`config.mk`:
```
export PLATFORM = sky130hd
export DESIGN_NAME = load_store_address_generator
export DESIGN_NICKNAME = d
export VERILOG_FILES = /design/src/sv/lsag_pkg.sv /design/src/sv/lsag_decode.sv /design/src/sv/lsag_add.sv /design/src/sv/load_store_address_generator.sv
export SDC_FILE = /design/constraint.sdc
export NUM_CORES = 1
export LEC_CHECK = 0
export ABC_AREA = 1
export BUFFER_PORTS_ARGS = -buffer_cell sky130_fd_sc_hd__buf_4
export CORE_MARGIN = 3
export CORE_UTILIZATION = 36
export CTS_BUF_LIST = sky130_fd_sc_hd__clkbuf_16
export DETAILED_ROUTE_END_ITERATION = 16
export PLACE_DENSITY = 0.6
export SYNTH_ARGS = -nofsm -noshare
export SYNTH_HDL_FRONTEND = slang
export SYNTH_SLANG_ARGS = --single-unit
```
`constraint.sdc`:
```
create_clock -name clk_i -period 4.9 [get_ports clk_i]
set_clock_uncertainty 0.05 [all_clocks]
set_input_delay 1.225 -clock clk_i [delete_from_list [all_inputs] [get_ports clk_i]]
set_output_delay 1.225 -clock clk_i [all_outputs]
set_load 0.01 [all_outputs]
```
`src/sv/lsag_pkg.sv`:
```
// ----------------------------------------------------------------------------
// lsag_pkg
// types and constants shared by the load/store address generator stages
// ----------------------------------------------------------------------------
`default_nettype none

package lsag_pkg;

  localparam int unsigned XLEN   = 64;
  localparam int unsigned IWIDTH = 32;
  localparam int unsigned RWIDTH = 5;

  // control that travels unchanged down the pipe
  typedef struct packed {
    logic              is_load;
    logic              wide;
    logic              wb;
    logic              post;
    logic [RWIDTH-1:0] target_reg;
    logic [RWIDTH-1:0] base_reg;
  } ctrl_t;

  // decode stage beat: adder operands
  typedef struct packed {
    logic [XLEN-1:0] op_a;
    logic [XLEN-1:0] op_b;
    logic [XLEN-1:0] store_data;
    ctrl_t           ctrl;
  } dec_t;

  // add stage beat: sum and untouched base
  typedef struct packed {
    logic [XLEN-1:0] sum;
    logic [XLEN-1:0] base;
    logic [XLEN-1:0] store_data;
    ctrl_t           ctrl;
  } sum_t;

endpackage

`default_nettype wire

```
`src/sv/lsag_decode.sv`:
```
// ----------------------------------------------------------------------------
// lsag_decode
// first stage: decodes the instruction word and picks the adder operands
// ----------------------------------------------------------------------------
`default_nettype none

module lsag_decode import lsag_pkg::*; (
  input  logic              clk_i,
  input  logic              rst_ni,
  input  logic              valid_i,
  input  logic [IWIDTH-1:0] instruction_i,
  input  logic [XLEN-1:0]   base_value_i,
  input  logic [XLEN-1:0]   index_value_i,
  input  logic [XLEN-1:0]   transfer_value_i,
  input  logic [XLEN-1:0]   pc_value_i,
  output logic              valid_o,
  output dec_t              dec_o
);

  logic   valid_q;
  dec_t   dec_d, dec_q;
  logic   transfer, wide, unsig, reg_off;

  assign transfer = instruction_i[31];
  assign wide     = instruction_i[30];
  assign unsig    = instruction_i[24];
  assign reg_off  = instruction_i[21];

  // operand selection per address mode
  always_comb begin
    dec_d                 = '0;
    dec_d.ctrl.wide       = wide;
    dec_d.ctrl.target_reg = instruction_i[4:0];
    if (transfer) begin
      dec_d.op_a          = base_value_i;
      dec_d.ctrl.base_reg = instruction_i[9:5];
      dec_d.ctrl.is_load  = instruction_i[22];
      if (unsig) begin
        // scaled unsigned imm12
        dec_d.op_b = wide ? {49'b0, instruction_i[21:10], 3'b000}
                          : {50'b0, instruction_i[21:10], 2'b00};
      end else if (reg_off) begin
        dec_d.op_b = index_value_i;
      end else begin
        // signed 9-bit offset with base writeback
        dec_d.op_b      = {{55{instruction_i[20]}}, instruction_i[20:12]};
        dec_d.ctrl.wb   = 1'b1;
        dec_d.ctrl.post = !instruction_i[11];
      end
      if (!instruction_i[22]) begin
        dec_d.store_data = wide ? transfer_value_i : {32'b0, transfer_value_i[31:0]};
      end
    end else begin
      // pc-relative literal load, word offset
      dec_d.op_a         = pc_value_i;
      dec_d.op_b         = {{43{instruction_i[23]}}, instruction_i[23:5], 2'b00};
      dec_d.ctrl.is_load = 1'b1;
    end
  end

  // stage valid
  always_ff @(posedge clk_i or negedge rst_ni) begin
    if (!rst_ni) begin
      valid_q <= 1'b0;
    end else begin
      valid_q <= valid_i;
    end
  end

  // stage payload
  always_ff @(posedge clk_i) begin
    if (valid_i) begin
      dec_q <= dec_d;
    end
  end

  assign valid_o = valid_q;
  assign dec_o   = dec_q;

endmodule

`default_nettype wire

```
`src/sv/lsag_add.sv`:
```
// ----------------------------------------------------------------------------
// lsag_add
// second stage: the single 64-bit address adder
// ----------------------------------------------------------------------------
`default_nettype none

module lsag_add import lsag_pkg::*; (
  input  logic clk_i,
  input  logic rst_ni,
  input  logic valid_i,
  input  dec_t dec_i,
  output logic valid_o,
  output sum_t sum_o
);

  logic valid_q;
  sum_t sum_d, sum_q;

  // sum wraps modulo 2^64
  always_comb begin
    sum_d.sum        = dec_i.op_a + dec_i.op_b;
    sum_d.base       = dec_i.op_a;
    sum_d.store_data = dec_i.store_data;
    sum_d.ctrl       = dec_i.ctrl;
  end

  // stage valid
  always_ff @(posedge clk_i or negedge rst_ni) begin
    if (!rst_ni) begin
      valid_q <= 1'b0;
    end else begin
      valid_q <= valid_i;
    end
  end

  // stage payload
  always_ff @(posedge clk_i) begin
    if (valid_i) begin
      sum_q <= sum_d;
    end
  end

  assign valid_o = valid_q;
  assign sum_o   = sum_q;

endmodule

`default_nettype wire

```
`src/sv/load_store_address_generator.sv`:
```
// ----------------------------------------------------------------------------
// load_store_address_generator
// memory request former for single-data-transfer and load-literal words
// ----------------------------------------------------------------------------
// One instruction is taken on every clock edge with start_i high; busy_o
// stays low, so the block never refuses a beat. Each request appears on the
// result ports for one cycle, marked by done_o, after passing decode and
// operand select, the one 64-bit address adder, then the pre/post-index
// select into the output register. The receiver cannot stall and must take
// every done_o beat as it comes.
`default_nettype none

module load_store_address_generator import lsag_pkg::*; (
  input  logic              clk_i,
  input  logic              rst_ni,
  input  logic              start_i,
  output logic              busy_o,
  input  logic [IWIDTH-1:0] instruction_i,
  input  logic [XLEN-1:0]   base_value_i,
  input  logic [XLEN-1:0]   index_value_i,
  input  logic [XLEN-1:0]   transfer_value_i,
  input  logic [XLEN-1:0]   pc_value_i,
  output logic              done_o,
  output logic [XLEN-1:0]   mem_address_o,
  output logic              is_load_o,
  output logic              wide_access_o,
  output logic [XLEN-1:0]   store_data_o,
  output logic [RWIDTH-1:0] target_reg_o,
  output logic [RWIDTH-1:0] base_reg_o,
  output logic              base_writeback_o,
  output logic [XLEN-1:0]   writeback_value_o
);

  logic              accept;
  logic              dec_valid, sum_valid;
  dec_t              dec;
  sum_t              sum;
  logic              done_q;
  logic [XLEN-1:0]   addr_d, addr_q, wbval_d, wbval_q, sdata_q;
  ctrl_t             ctrl_q;

  assign busy_o = 1'b0;
  assign accept = start_i && !busy_o;

  lsag_decode u_decode (
    .clk_i            (clk_i),
    .rst_ni           (rst_ni),
    .valid_i          (accept),
    .instruction_i    (instruction_i),
    .base_value_i     (base_value_i),
    .index_value_i    (index_value_i),
    .transfer_value_i (transfer_value_i),
    .pc_value_i       (pc_value_i),
    .valid_o          (dec_valid),
    .dec_o            (dec)
  );

  lsag_add u_add (
    .clk_i   (clk_i),
    .rst_ni  (rst_ni),
    .valid_i (dec_valid),
    .dec_i   (dec),
    .valid_o (sum_valid),
    .sum_o   (sum)
  );

  // post-index uses the old base, writeback value only when updating
  always_comb begin
    addr_d  = (sum.ctrl.wb && sum.ctrl.post) ? sum.base : sum.sum;
    wbval_d = sum.ctrl.wb ? sum.sum : '0;
  end

  // result strobe
  always_ff @(posedge clk_i or negedge rst_ni) begin
    if (!rst_ni) begin
      done_q <= 1'b0;
    end else begin
      done_q <= sum_valid;
    end
  end

  // result payload
  always_ff @(posedge clk_i) begin
    if (sum_valid) begin
      addr_q  <= addr_d;
      wbval_q <= wbval_d;
      sdata_q <= sum.store_data;
      ctrl_q  <= sum.ctrl;
    end
  end

  assign done_o            = done_q;
  assign mem_address_o     = addr_q;
  assign is_load_o         = ctrl_q.is_load;
  assign wide_access_o     = ctrl_q.wide;
  assign store_data_o      = sdata_q;
  assign target_reg_o      = ctrl_q.target_reg;
  assign base_reg_o        = ctrl_q.base_reg;
  assign base_writeback_o  = ctrl_q.wb;
  assign writeback_value_o = wbval_q;

endmodule

`default_nettype wire

```
# [Word-level counts from Yosys, hierarchy flattened]
# Cells that the tools add are included.
[word_totals] regBits=620 latch_bits=0 ramBits=0 rom_bits=0 in_bits=291 output_inout_bits=207 wordCells=46 memories=0
[classes] addsub=1 mul=0 div=0 n_lt_le_gt_ge=0 n_eq_ne=0 n_shift=0 muxes=6 n_bitwise=2 n_reduce_logical=6
[ops] cell="$mux 64" count=3
[ops] cell="$mux 128" count=1
[ops] cell="$add 64x64->64" count=1
[ops] cell="$mux 15" count=1
[ops] cell="$reduce_or 3->1" count=2
[ops] cell="$reduce_or 2->1" count=2
[ops] cell="$mux 2" count=1
[ops] cell="$not 1->1" count=2
[ops] cell="$logic_and 1x1->1" count=1
[ops] cell="$logic_not 1->1" count=1

# [Depth between registers and ports, before layout]
# Gate-level depths: netlist of the first run.
[depth] ltp_word=3 depth_mapped=14 mapped_depth_nobuf=14

# [Modules after synthesis]
# Synthesis of the first run repeated with hierarchy kept, for this count alone.
[hier_totals] hier_cells=2863 hier_area_um2=28660.0
[modules_own_cells] mod="lsag_add" instances=1 cells_each=1492 area_each_um2=12150.4 seq_area_each_um2=6211.0
[modules_own_cells] mod="lsag_decode" instances=1 cells_each=815 area_each_um2=8832.2 seq_area_each_um2=6211.0
[modules_own_cells] mod="load_store_address_generator" instances=1 cells_each=556 area_each_um2=7677.4 seq_area_each_um2=6180.9

# [Least setup slack after synthesis of the first run]
# No wires, ideal clock.
[synth_path] path_type="register -> register" from="register u_decode.valid_q (netlist: u_decode.valid_o)" to="register u_add.valid_q (netlist: u_add.valid_o)" setup_ns=0.583 t_arrival_ns=4.480 required_time_ns=4.267 slack_ns=-0.213 path_stages_with_launch=1 n_path_buf=0 synth_period_minus_slack_ns=5.113 cell_sequence="dfrtp_1"
[synth_lines] item="start: declaration" line="lsag_decode.sv:20" source="logic valid_q;"
[synth_lines] item="start signal: assignment" line="lsag_decode.sv:66" source="valid_q <= valid_i;"
[synth_lines] item="end signal: assignment" line="lsag_add.sv:32" source="valid_q <= valid_i;"
[synth_lines] item="end: declaration" line="lsag_add.sv:16" source="logic valid_q;"
# No word-level cell between the ends.

==> results of run 1 <==
==> critical path, delay by kind of cell <==
family / cells / cell delay (ns)
buf+inv: 4 / 1.32
simple gates: 1 / 0.45
compound gates: 1 / 0.15
==> power by group through the flow <==
| stage | Clock [mW] | Combinational [mW] | Sequential, mW |
|---|---|---|---|
| 2_1_floorplan | 0 | 1.26 | 6.91 |
| 3_3_place_gp | 0 | 2.36 | 6.89 |
| 6_report | 5.27 | 2.37 | 6.79 |
| 4_1_cts | 5.41 | 2.39 | 6.80 |
| 5_1_grt | 5.61 | 2.65 | 6.85 |
| 3_5_place_dp | 0 | 2.38 | 6.90 |
==> layout make-up <==
class	instances	area, sq um	share of cell area, %
Antenna cell	2	5.00	0.0141
Inverter	464	1740	4.91
Multi-Input combinational cell	1543	7620	21.5
Clock inverter	56	599	1.69
Timing Repair Buffer	509	3880	10.9
Tap cell	1040	1300	3.67
Clock buffer	69	1730	4.87
Sequential cell	620	18600	52.5
==> worst paths after layout <==
kind	slack, ns	end	from	cells past startpoint
max in group asynchronous	4.33	u_decode.valid_o	rst_ni	1
max reg2reg	2.18	u_add.sum_o[188]	u_decode.dec_o[142]	14
min in group clk_i	0.36	u_add.sum_o[6]	u_decode.dec_o[6]	0
min	0.35	u_add.valid_o	rst_ni	1
min reg2reg	0.36	u_add.sum_o[6]	u_decode.dec_o[6]	0
max	2.06	u_decode.dec_o[114]	instruction_i[31]	6
==> flip-flops by register name, indices dropped and copies added (netlist names) <==
register           count
wide_access_o          1
u_decode.valid_o       1
u_add.valid_o          1
writeback_value_o     64
mem_address_o         64
u_add.sum_o          206
is_load_o              1
base_reg_o             5
store_data_o          64
done_o                 1
target_reg_o           5
u_decode.dec_o       206
base_writeback_o       1
==> placed cells by master (no fill, tap or decap), types with 2 or more instances in the layout <==
cell type / count
o221ai_1: 3
nand3_1: 54
nand3_2: 8
buf_12: 4
nor3_2: 2
nor3_1: 13
inv_2: 8
clkinv_8: 4
clkinv_2: 6
clkinv_1: 15
nor2_4: 3
inv_1: 467
o21ai_0: 61
bufinv_16: 10
inv_6: 2
a21oi_1: 109
o21ai_1: 2
o22ai_1: 7
xor2_1: 31
edfxtp_1: 617
nand2_1: 889
clkinv_4: 3
mux2_2: 64
o211ai_1: 3
ha_1: 63
diode_2: 2
clkinvlp_4: 3
dfrtp_4: 2
nor2_1: 162
o21bai_1: 3
clkbuf_16: 69
inv_16: 2
nor2_2: 29
nand4_1: 14
nand2_2: 16
nor4_2: 2
buf_4: 504
==> cells by family after synthesis <==
logic type	share of synthesized area, %
DFF	66.0
buffers and inverters	7.06
other	0.0133
and+or+nand+nor	17.0
xor gates and xnor gates	0.994
AOI/OAI and AO/OA	3.49
adders and majority gates	2.87
muxes	2.56
==> metrics by stage <==
| stage | cell area [sq um] | total power, mW | utilization [%] | hold WS, ns |
|---|---|---|---|---|
| after floorplan | 28200 | 8.18 | - | 0.350 |
| after global placement | 33100 | 9.25 | 42.8 | 0.350 |
| after detailed placement | 33100 | 9.28 | 42.8 | 0.355 |
| after CTS | 35500 | 14.6 | 45.8 | 0.307 |
| after global routing | 35500 | 15.1 | 45.8 | 0.320 |
| final | 35500 | 14.4 | 45.8 | 0.355 |
==> routing by layer <==
| layer | vias to the layer above | track usage [%] | routed length, um |
|---|---|---|---|
| met4 | 0 | 6.97 | 2310 |
| met3 | 113 | 2.70 | 3980 |
| met1 | 9174 | 25.8 | 35100 |
| li1 | 9761 | - | - |
| met5 | - | 0 | 0 |
| met2 | 493 | 32.4 | 39400 |
==> impl_results.md, run 1 <==
* Critical path arrival at 3.20 ns
* HP Class: in -> async
* Crit path time final at 2.84 ns
* DP Cell Count at 4176
* Max-Cap Viols at 0
* Non-Filler Instances at 4303
* Crit end category: register
* First-pass GRT wire length at 118 mm
* Cell taking the most area after synthesis: edfxtp_1
* Worst endpoint required time at 5.27 ns
* Fin Setup TNS at 0 ns
* Worst-path clk slew at 0.06 ns
* TritonCTS clock tree: built
* Longest Clk Path Bufs at 3
* IO Pins at 498
* Num Clock Sinks at 620
* FILL cells at 7382
* Vias in the first global route at 18728
* Final Cycle Share at 57.9%
* Nets at 3561
* Final count of hold timing violations at 0
* DR vias at 19541
* Crit Path Category: in -> reg
* Worst slew pin tran at 1.01 ns
* Slew headroom at 33.0%
* Worst-Skew Late Latency at 0.61 ns
* Post-synthesis cell area at 28200 sq um
* Status: finished, final reports clean
* Max Slew Vio Count at 0
* Core area at 77500 sq um
* Switching power at 3.86 mW
* Post-Syn Nets at 3044
* Clock share of power at 36.5%
* Total die area at 81700 sq um
* Count leader, synth: nand2_1
* Cell mode on critical path: buf_4
* Die W at 286 um
* Yosys top cell area share at 65.7%
* Post-synth EDFFs at 617
* Sw Share at 26.7%
* GRT Overall Usage at 19.4%
* Final WL at 80.8 mm
* Die Y-Extent at 286 um
* Antenna violations before repair at 2
* Post-synthesis sequential area ratio at 66.0%
* Rows at 102
* Crit path cell chain: buf_4 > inv_2 > buf_4 > nand2_1 > buf_4 > o21ai_0
* Routed len/inst at 18.8 um
* Pin count of the biggest net entering global routing at 113
* Final worst setup slack at 2.06 ns
* IO Port Bufs at 491
* Synth warnings at 0
* Final ANT Viol Nets at 0
* # H-tree levels at 3
* Avg Inst Size Synth at 10.5 sq um
* 1st-iter DRT viols at 1292
* Top_reg_cell synth: edfxtp_1
* RSZ-0062 raised after global routing: false
* Yosys cell types at 33
* Post-DP HPWL at 60.4 mm
* CP max stage delay at 0.71 ns
* Max rail drop VDD at 0.238 mV
* Internal power at 10.6 mW
* Synth Register Bits at 620
* Postcts setup bufs at 0
* DRT Pass-1 Iters at 5
* CTS Hold Buffers Added at 0
* P&R area growth vs syn at 25.8%
* Final setup viols at 0
* Fmax at 353 MHz
* RePlAce Congestion at 0.893
* FFs w/ async S/R, synth at 0.484%
* Initial core utilization at 36.4%
* Top post-synthesis cells by count: 890 x nand2_1, 617 x edfxtp_1, 456 x inv_1
* Overflow after GRT at 0
* Power Dens Cells at 407 nW/um^2
* Critical path fanouts, max at 74
* Via density at 4.54
* Residual DRC count at 0
* Synth area leaders: edfxtp_1 66%, nand2_1 12%, inv_1 6.1%
* Cells after Synth at 2689
* CP startpoint kind: input pin
* Comb power frac at 16.4%
* Layout cells sized above 1 at 22.8%
* Slowest CP cell: buf_4
* Root Buffer: clkbuf_16
* Cts bufs inserted at 68
* Cts repair resizes at 0
* Pre-CTS WS at 1.40 ns
* Sequential power share at 47.0%
* Static leakage at 16.4 nW
(Power assumes the default switching activity.)
==> run 2: changes to the inputs <==
PLACE_DENSITY = 0.57   (was 0.6)
clock period = 2.64 ns   (was 4.9 ns; I/O delays follow)
==> run 2 against run 1 <==
Core utilization up 0.58 points. Largest cell class unchanged. Power up 86%. Worst hold slack worse by 0.18 ns. First-iteration DRC count down 12%. Non-clock buffer count up 39. Largest power group unchanged. Sequential power up 86%. Global-route usage up 0.27 points. Critical path depth up 6. Cell area up 1.3%. Via count up 0.11%. Wire length up 1.2%. Count of clock-buffer cells in the layout unchanged.
==> impl_results.md, run 2 (same netlist as run 1, synthesis figures left out) <==
* Status: finished, final reports clean
* Worst-Skew Late Latency at 0.62 ns (about the same)
* Final Cycle Share at 95.8%
* Die W at 286 um (unchanged)
* Initial core utilization at 36.4% (unchanged)
* Routed len/inst at 18.8 um (+0.28%)
* FILL cells at 7371 (-0.15%)
* RePlAce Congestion at 0.898 (+0.62%)
* Crit end category: register
* Worst Hold Depth at 1
* Fin Setup TNS at 0 ns (unchanged)
* R2R cell count at 12 (-2)
* Layout Utilization at 46.4% (+0.58 points)
* Core area at 77500 sq um (unchanged)
* Reg2Reg Setup Slack at 0.11 ns (-2.07 ns)
* IO Pins at 498 (unchanged)
* Crit path time final at 2.53 ns
* Rows at 102 (unchanged)
* Reg2reg start: u_decode.dec_o[142]
* Post-DP HPWL at 62.8 mm (+4.0%)
* Critical path fanouts, max at 4 (-95%)
* Slew headroom at 41.6% (+8.6 points)
* Final WL at 81.8 mm (+1.2%)
* Hold Path End: u_decode.dec_o[6]
* Residual DRC count at 0 (unchanged)
* Crit Path Category: reg -> reg
* First-pass GRT wire length at 120 mm (+1.5%)
* RSZ-0062 raised after global routing: false
* Worst endpoint required time at 2.95 ns (-2.32 ns)
* Vias in the first global route at 19332 (+3.2%)
* Cts bufs inserted at 69 (+1.5%)
* TritonCTS clock tree: built
* Power Dens Cells at 745 nW/um^2 (+83%)
* # H-tree levels at 3 (unchanged)
* Slowest CP cell: edfxtp_1
* DRT Pass-1 Iters at 5 (unchanged)
* Max-Cap Viols at 0 (unchanged)
* Worst-path clk slew at 0.07 ns (about the same)
* Overflow after GRT at 0 (unchanged)
* DR vias at 19562 (+0.11%)
* P&R area growth vs syn at 27.4%
* Worst slew pin tran at 0.876 ns (-0.130 ns)
* Antenna violations before repair at 5 (+3)
* Layout cells sized above 1 at 23.7% (+0.89 points)
* DP Area at 33600 sq um (+1.4%)
* IO Port Bufs at 491 (unchanged)
* Max rail drop VDD at 0.429 mV (+80%)
* Longest Clk Path Bufs at 3 (unchanged)
* Via density at 4.51 (-0.79%)
* Cell mode on critical path: nand2_1
* HP Class: in -> reg
* Final ANT Viol Nets at 0 (unchanged)
* Die Y-Extent at 286 um (unchanged)
* Total die area at 81700 sq um (unchanged)
* Final instance area at 35900 sq um (+1.3%)
* Crit path cell chain: ha_2 > fa_1 > nand3_1 > nand3_2 > nand2_1 > nand2_2 > nand2_1 > nand2_1 > nand2_1 > nand2_2 > buf_4 > xor2_1
* CP max stage delay at 0.40 ns (-0.31 ns)
* Final count of hold timing violations at 0 (unchanged)
* Reg-to-Reg End: u_add.sum_o[170]
* Final worst setup slack at 0.112 ns (-1.95 ns)
* 1st-iter DRT viols at 1135 (-12%)
* Pin count of the biggest net entering global routing at 86 (-24%)
* Pre-CTS WS at 0.0466 ns (-1.35 ns)
* GRT Overall Usage at 19.6% (+0.27 points)
* Critical path arrival at 2.84 ns (-0.36 ns)
* Root Buffer: clkbuf_16
* Most common cell after layout, fill and taps aside: nand2_1
* Static leakage at 16.6 nW (+1.5%)
* Worst Min Path Start: instruction_i[1]
* Nets at 3601 (+1.1%)
* Final setup viols at 0 (unchanged)
* Fmax at 396 MHz
* Num Clock Sinks at 620 (unchanged)
* Most frequent cells in the layout: 887 x nand2_1, 617 x edfxtp_1, 527 x buf_4
* Max Slew Vio Count at 0 (unchanged)
* CP startpoint kind: register
[run 2: changes by cell type in the layout (fill, tap and decap cells not counted), moves of 2 or more]
cell	previous run	this run
buf_4	504	527
inv_1	467	471
nand2_1	889	887
clkinv_4	3	1
inv_6	2	5
buf_12	4	19
nand2_2	16	18
clkinv_8	4	1
[run 2: worst max-delay path by stage]
| stage | startpoint | end |
|---|---|---|
| finish | u_decode.dec_o[142] | u_add.sum_o[170] |
| global placement | u_decode.dec_o[142] | u_add.sum_o[170] |
| global route | u_decode.dec_o[142] | u_add.sum_o[204] |
| CTS | u_decode.dec_o[142] | u_add.sum_o[198] |
| floorplan | u_add.valid_o | base_reg_o[0] |
| detailed placement | u_decode.dec_o[142] | u_add.sum_o[204] |
[run 2: worst max-delay path: cells and delay by family, from the launching register on]
family | cells | cell delay [ns]
flip-flops | 1 | 0.40
adder cells (fa/ha/maj) | 2 | 0.63
XOR/XNOR | 1 | 0.13
AND/OR/NAND/NOR | 8 | 0.90
buffers and inverters | 1 | 0.18
[run 2: routing by layer]
metal | vias up | wire length, um | global-route usage (%)
met5 | - | 34 | 0
met4 | 4 | 1460 | 4.99
met3 | 89 | 5040 | 4.45
met2 | 486 | 39100 | 32.7
met1 | 9135 | 36200 | 26.0
li1 | 9848 | - | -
[run 2: power by group]
part,internal [mW],total [mW],switching [mW]
logic,1.76,4.53,2.77
registers,12.2,12.6,0.454
clock network,5.68,9.63,3.95
[run 2: what timing repair did]
action / in CTS / in global routing
setup buffers: 0 / 0
endpoints found under the hold margin: 3 / 0
setup endpoints to repair: 0 / 12
resized for setup: 0 / 6
hold buffers: 1 / 0
[run 2: layout make-up]
type | count | area [sq um] | share of cell area [%]
Antenna cell | 3 | 7.51 | 0.0209
Clock buffer | 69 | 1730 | 4.81
Clock inverter | 55 | 542 | 1.51
Inverter | 464 | 1740 | 4.85
Multi-Input combinational cell | 1543 | 7640 | 21.3
Sequential cell | 620 | 18600 | 51.8
Tap cell | 1040 | 1300 | 3.62
Timing Repair Buffer | 548 | 4360 | 12.1
[run 2: per-stage QoR]
stage               power [mW]  std cells  hold slack (ns)
floorplan                 15.2       2689            0.314
global placement          17.4       4214            0.350
detailed placement        17.4       4214            0.355
CTS                       27.2       4339            0.128
global route              28.1       4342            0.130
finish                    26.8       4342            0.173
==> run 3: changes to the inputs <==
CORE_UTILIZATION = 25   (was 36)
PLACE_DENSITY = 0.44   (was 0.57)
SKIP_CTS_REPAIR_TIMING = 1   (was unset)
==> run 3 against run 2 <==
Sequential share of layout area fell by 0.72 points. Flip-flop and latch count is the same. Die area is 43% higher. Power grew 0.98%. Worst hold slack worse by 0.018 ns. Count of clock-buffer cells in the layout rose by 6. Worst setup slack better by 0.043 ns. Global-route usage fell by 4.4 points. Register-to-register slack better by 0.04 ns. Core utilization decreased by 14 points. Critical endpoint is now u_add.sum_o[194]. Highest routed layer unchanged.
==> impl_results.md, run 3 (same netlist as run 1, synthesis figures left out) <==
* Status: finished, final reports clean
* Nets at 3601 (unchanged)
* DP Cell Count at 4657 (+11%)
* Final count of hold timing violations at 0 (unchanged)
* Worst endpoint required time at 2.93 ns (-0.02 ns)
* Pin count of the biggest net entering global routing at 67 (-22%)
* Final setup viols at 0 (unchanged)
* Hold Path End: u_decode.dec_o[5]
* DR vias at 19574 (+0.061%)
* Crit path time final at 2.49 ns (-0.0425 ns)
* Longest Clk Path Bufs at 3 (unchanged)
* Worst Min Path Start: instruction_i[0]
* Via density at 4.08 (-9.4%)
* Die Y-Extent at 342 um (+20%)
* Final instance area at 36400 sq um (+1.4%)
* Final WL at 91.5 mm (+12%)
* Antenna violations before repair at 6 (+1)
* Fin Setup TNS at 0 ns (unchanged)
* DP Area at 34100 sq um (+1.4%)
* Die W at 342 um (+20%)
* Final Cycle Share at 94.2% (-1.6 points)
* Crit end category: register
* WHS at 0.155 ns (-0.0180 ns)
* Initial core utilization at 25.3% (-11 points)
* Residual DRC count at 0 (unchanged)
* Final ANT Viol Nets at 0 (unchanged)
* Critical path arrival at 2.78 ns (-0.06 ns)
* RSZ-0062 raised after global routing: false
* # H-tree levels at 3 (unchanged)
* Pre-CTS WS at 0.0544 ns (+0.00781 ns)
* Max rail drop VDD at 0.382 mV (-11%)
* P&R area growth vs syn at 29.2%
* Worst Hold Depth at 1 (unchanged)
* Routed len/inst at 19.1 um (+1.3%)
* Final worst setup slack at 0.154 ns (+0.0425 ns)
* Reg2reg start: u_decode.dec_o[176]
* DRT Pass-1 Iters at 5 (unchanged)
* Core area at 111000 sq um (+44%)
* Rows at 122 (+20%)
* Num Clock Sinks at 620 (unchanged)
* Fmax at 402 MHz (+1.7%)
* Total die area at 117000 sq um (+43%)
* Root Buffer: clkbuf_16
* FILL cells at 11545 (+57%)
* Cts bufs inserted at 74 (+7.2%)
* Reg-to-Reg End: u_add.sum_o[194]
* Vias in the first global route at 19222 (-0.57%)
* R2R cell count at 11 (-1)
* Slew headroom at 34.5% (-7.1 points)
* Worst slew pin tran at 0.982 ns (+0.106 ns)
* Max Slew Vio Count at 0 (unchanged)
* Crit path launch: u_decode.dec_o[176]
* TritonCTS clock tree: built
* Critical path fanouts, max at 5 (+1)
* IO Port Bufs at 491 (unchanged)
* Most common cell after layout, fill and taps aside: nand2_1
* GRT Overall Usage at 15.2% (-4.4 points)
* Worst-path clk slew at 0.06 ns (about the same)
* Overflow after GRT at 0 (unchanged)
* Most frequent cells in the layout: 887 x nand2_1, 617 x edfxtp_1, 527 x buf_4
* RePlAce Congestion at 0.872 (-3.0%)
* 1st-iter DRT viols at 1218 (+7.3%)
* Max-Cap Viols at 0 (unchanged)
* HP Class: in -> reg
* Power Dens Cells at 742 nW/um^2 (-0.43%)
* Reg2Reg Setup Slack at 0.15 ns (+0.04 ns)
* CP startpoint kind: register
* IO Pins at 498 (unchanged)
* Worst-Skew Late Latency at 0.64 ns (+0.02 ns)
* Post-DP HPWL at 69.7 mm (+11%)
* Non-Filler Instances at 4795 (+10%)
* Area of the multi-input gates at 7630 sq um (-0.11%)
* First-pass GRT wire length at 130 mm (+8.1%)
* Layout cells sized above 1 at 23.7% (+0.046 points)
* Sequential cell area at 18600 sq um (unchanged)
* Crit Path Category: reg -> reg
* Static leakage at 16.6 nW (-0.12%)
-- run 3: cell types whose count changed in the layout (fill, tap and decap cells not counted), sizes merged --
cell and delta:
diode +3, buf -5, clkbuf +6, clkinv +3, clkinvlp +2, bufinv -4
-- run 3: worst max-delay path by stage --
stage | to
floorplan | base_reg_o[0]
global placement | u_add.sum_o[188]
detailed placement | u_add.sum_o[188]
CTS | u_add.sum_o[188]
global route | u_add.sum_o[198]
finish | u_add.sum_o[194]
-- run 3: cell type report --
type	count	area share (%)
Clock inverter	56	1.21
Antenna cell	6	0.0412
Sequential cell	620	51.1
Clock buffer	75	5.15
Inverter	464	4.78
Multi-Input combinational cell	1543	20.9
Tap cell	1488	5.11
Timing Repair Buffer	543	11.7
-- run 3: per-stage QoR --
stage | total power, mW | util (%)
after floorplan | 15.2 | -
after global placement | 17.5 | 30.6
after detailed placement | 17.5 | 30.6
after CTS | 27.6 | 32.7
after global routing | 28.4 | 32.7
final | 27.0 | 32.7
-- run 3: worst max-delay path: stages, from the launching register on --
cell      delay [ns]
edfxtp_1        0.40
ha_1            0.37
nand2_1         0.19
inv_1           0.06
a21oi_1         0.31
nand2_1         0.18
inv_1           0.08
nand2_1         0.11
nand2_1         0.15
nand3_1         0.09
nand2_1         0.06
nand2_1         0.13
-- run 3: routing by layer --
layer	track usage [%]	part of all wire, %
met1	19.1	43
met2	26.3	50
met3	2.63	4.5
met4	5.44	2.6
met5	0	0.022
-- run 3: where the power goes --
group / leakage (nW) / internal, mW / total (mW) / switching (mW)
registers: 6.12 / 12.2 / 12.6 / 0.477
logic: 9.31 / 1.74 / 4.58 / 2.84
clock network: 1.19 / 5.67 / 9.82 / 4.15
total: 16.6 / 19.6 / 27.0 / 7.46
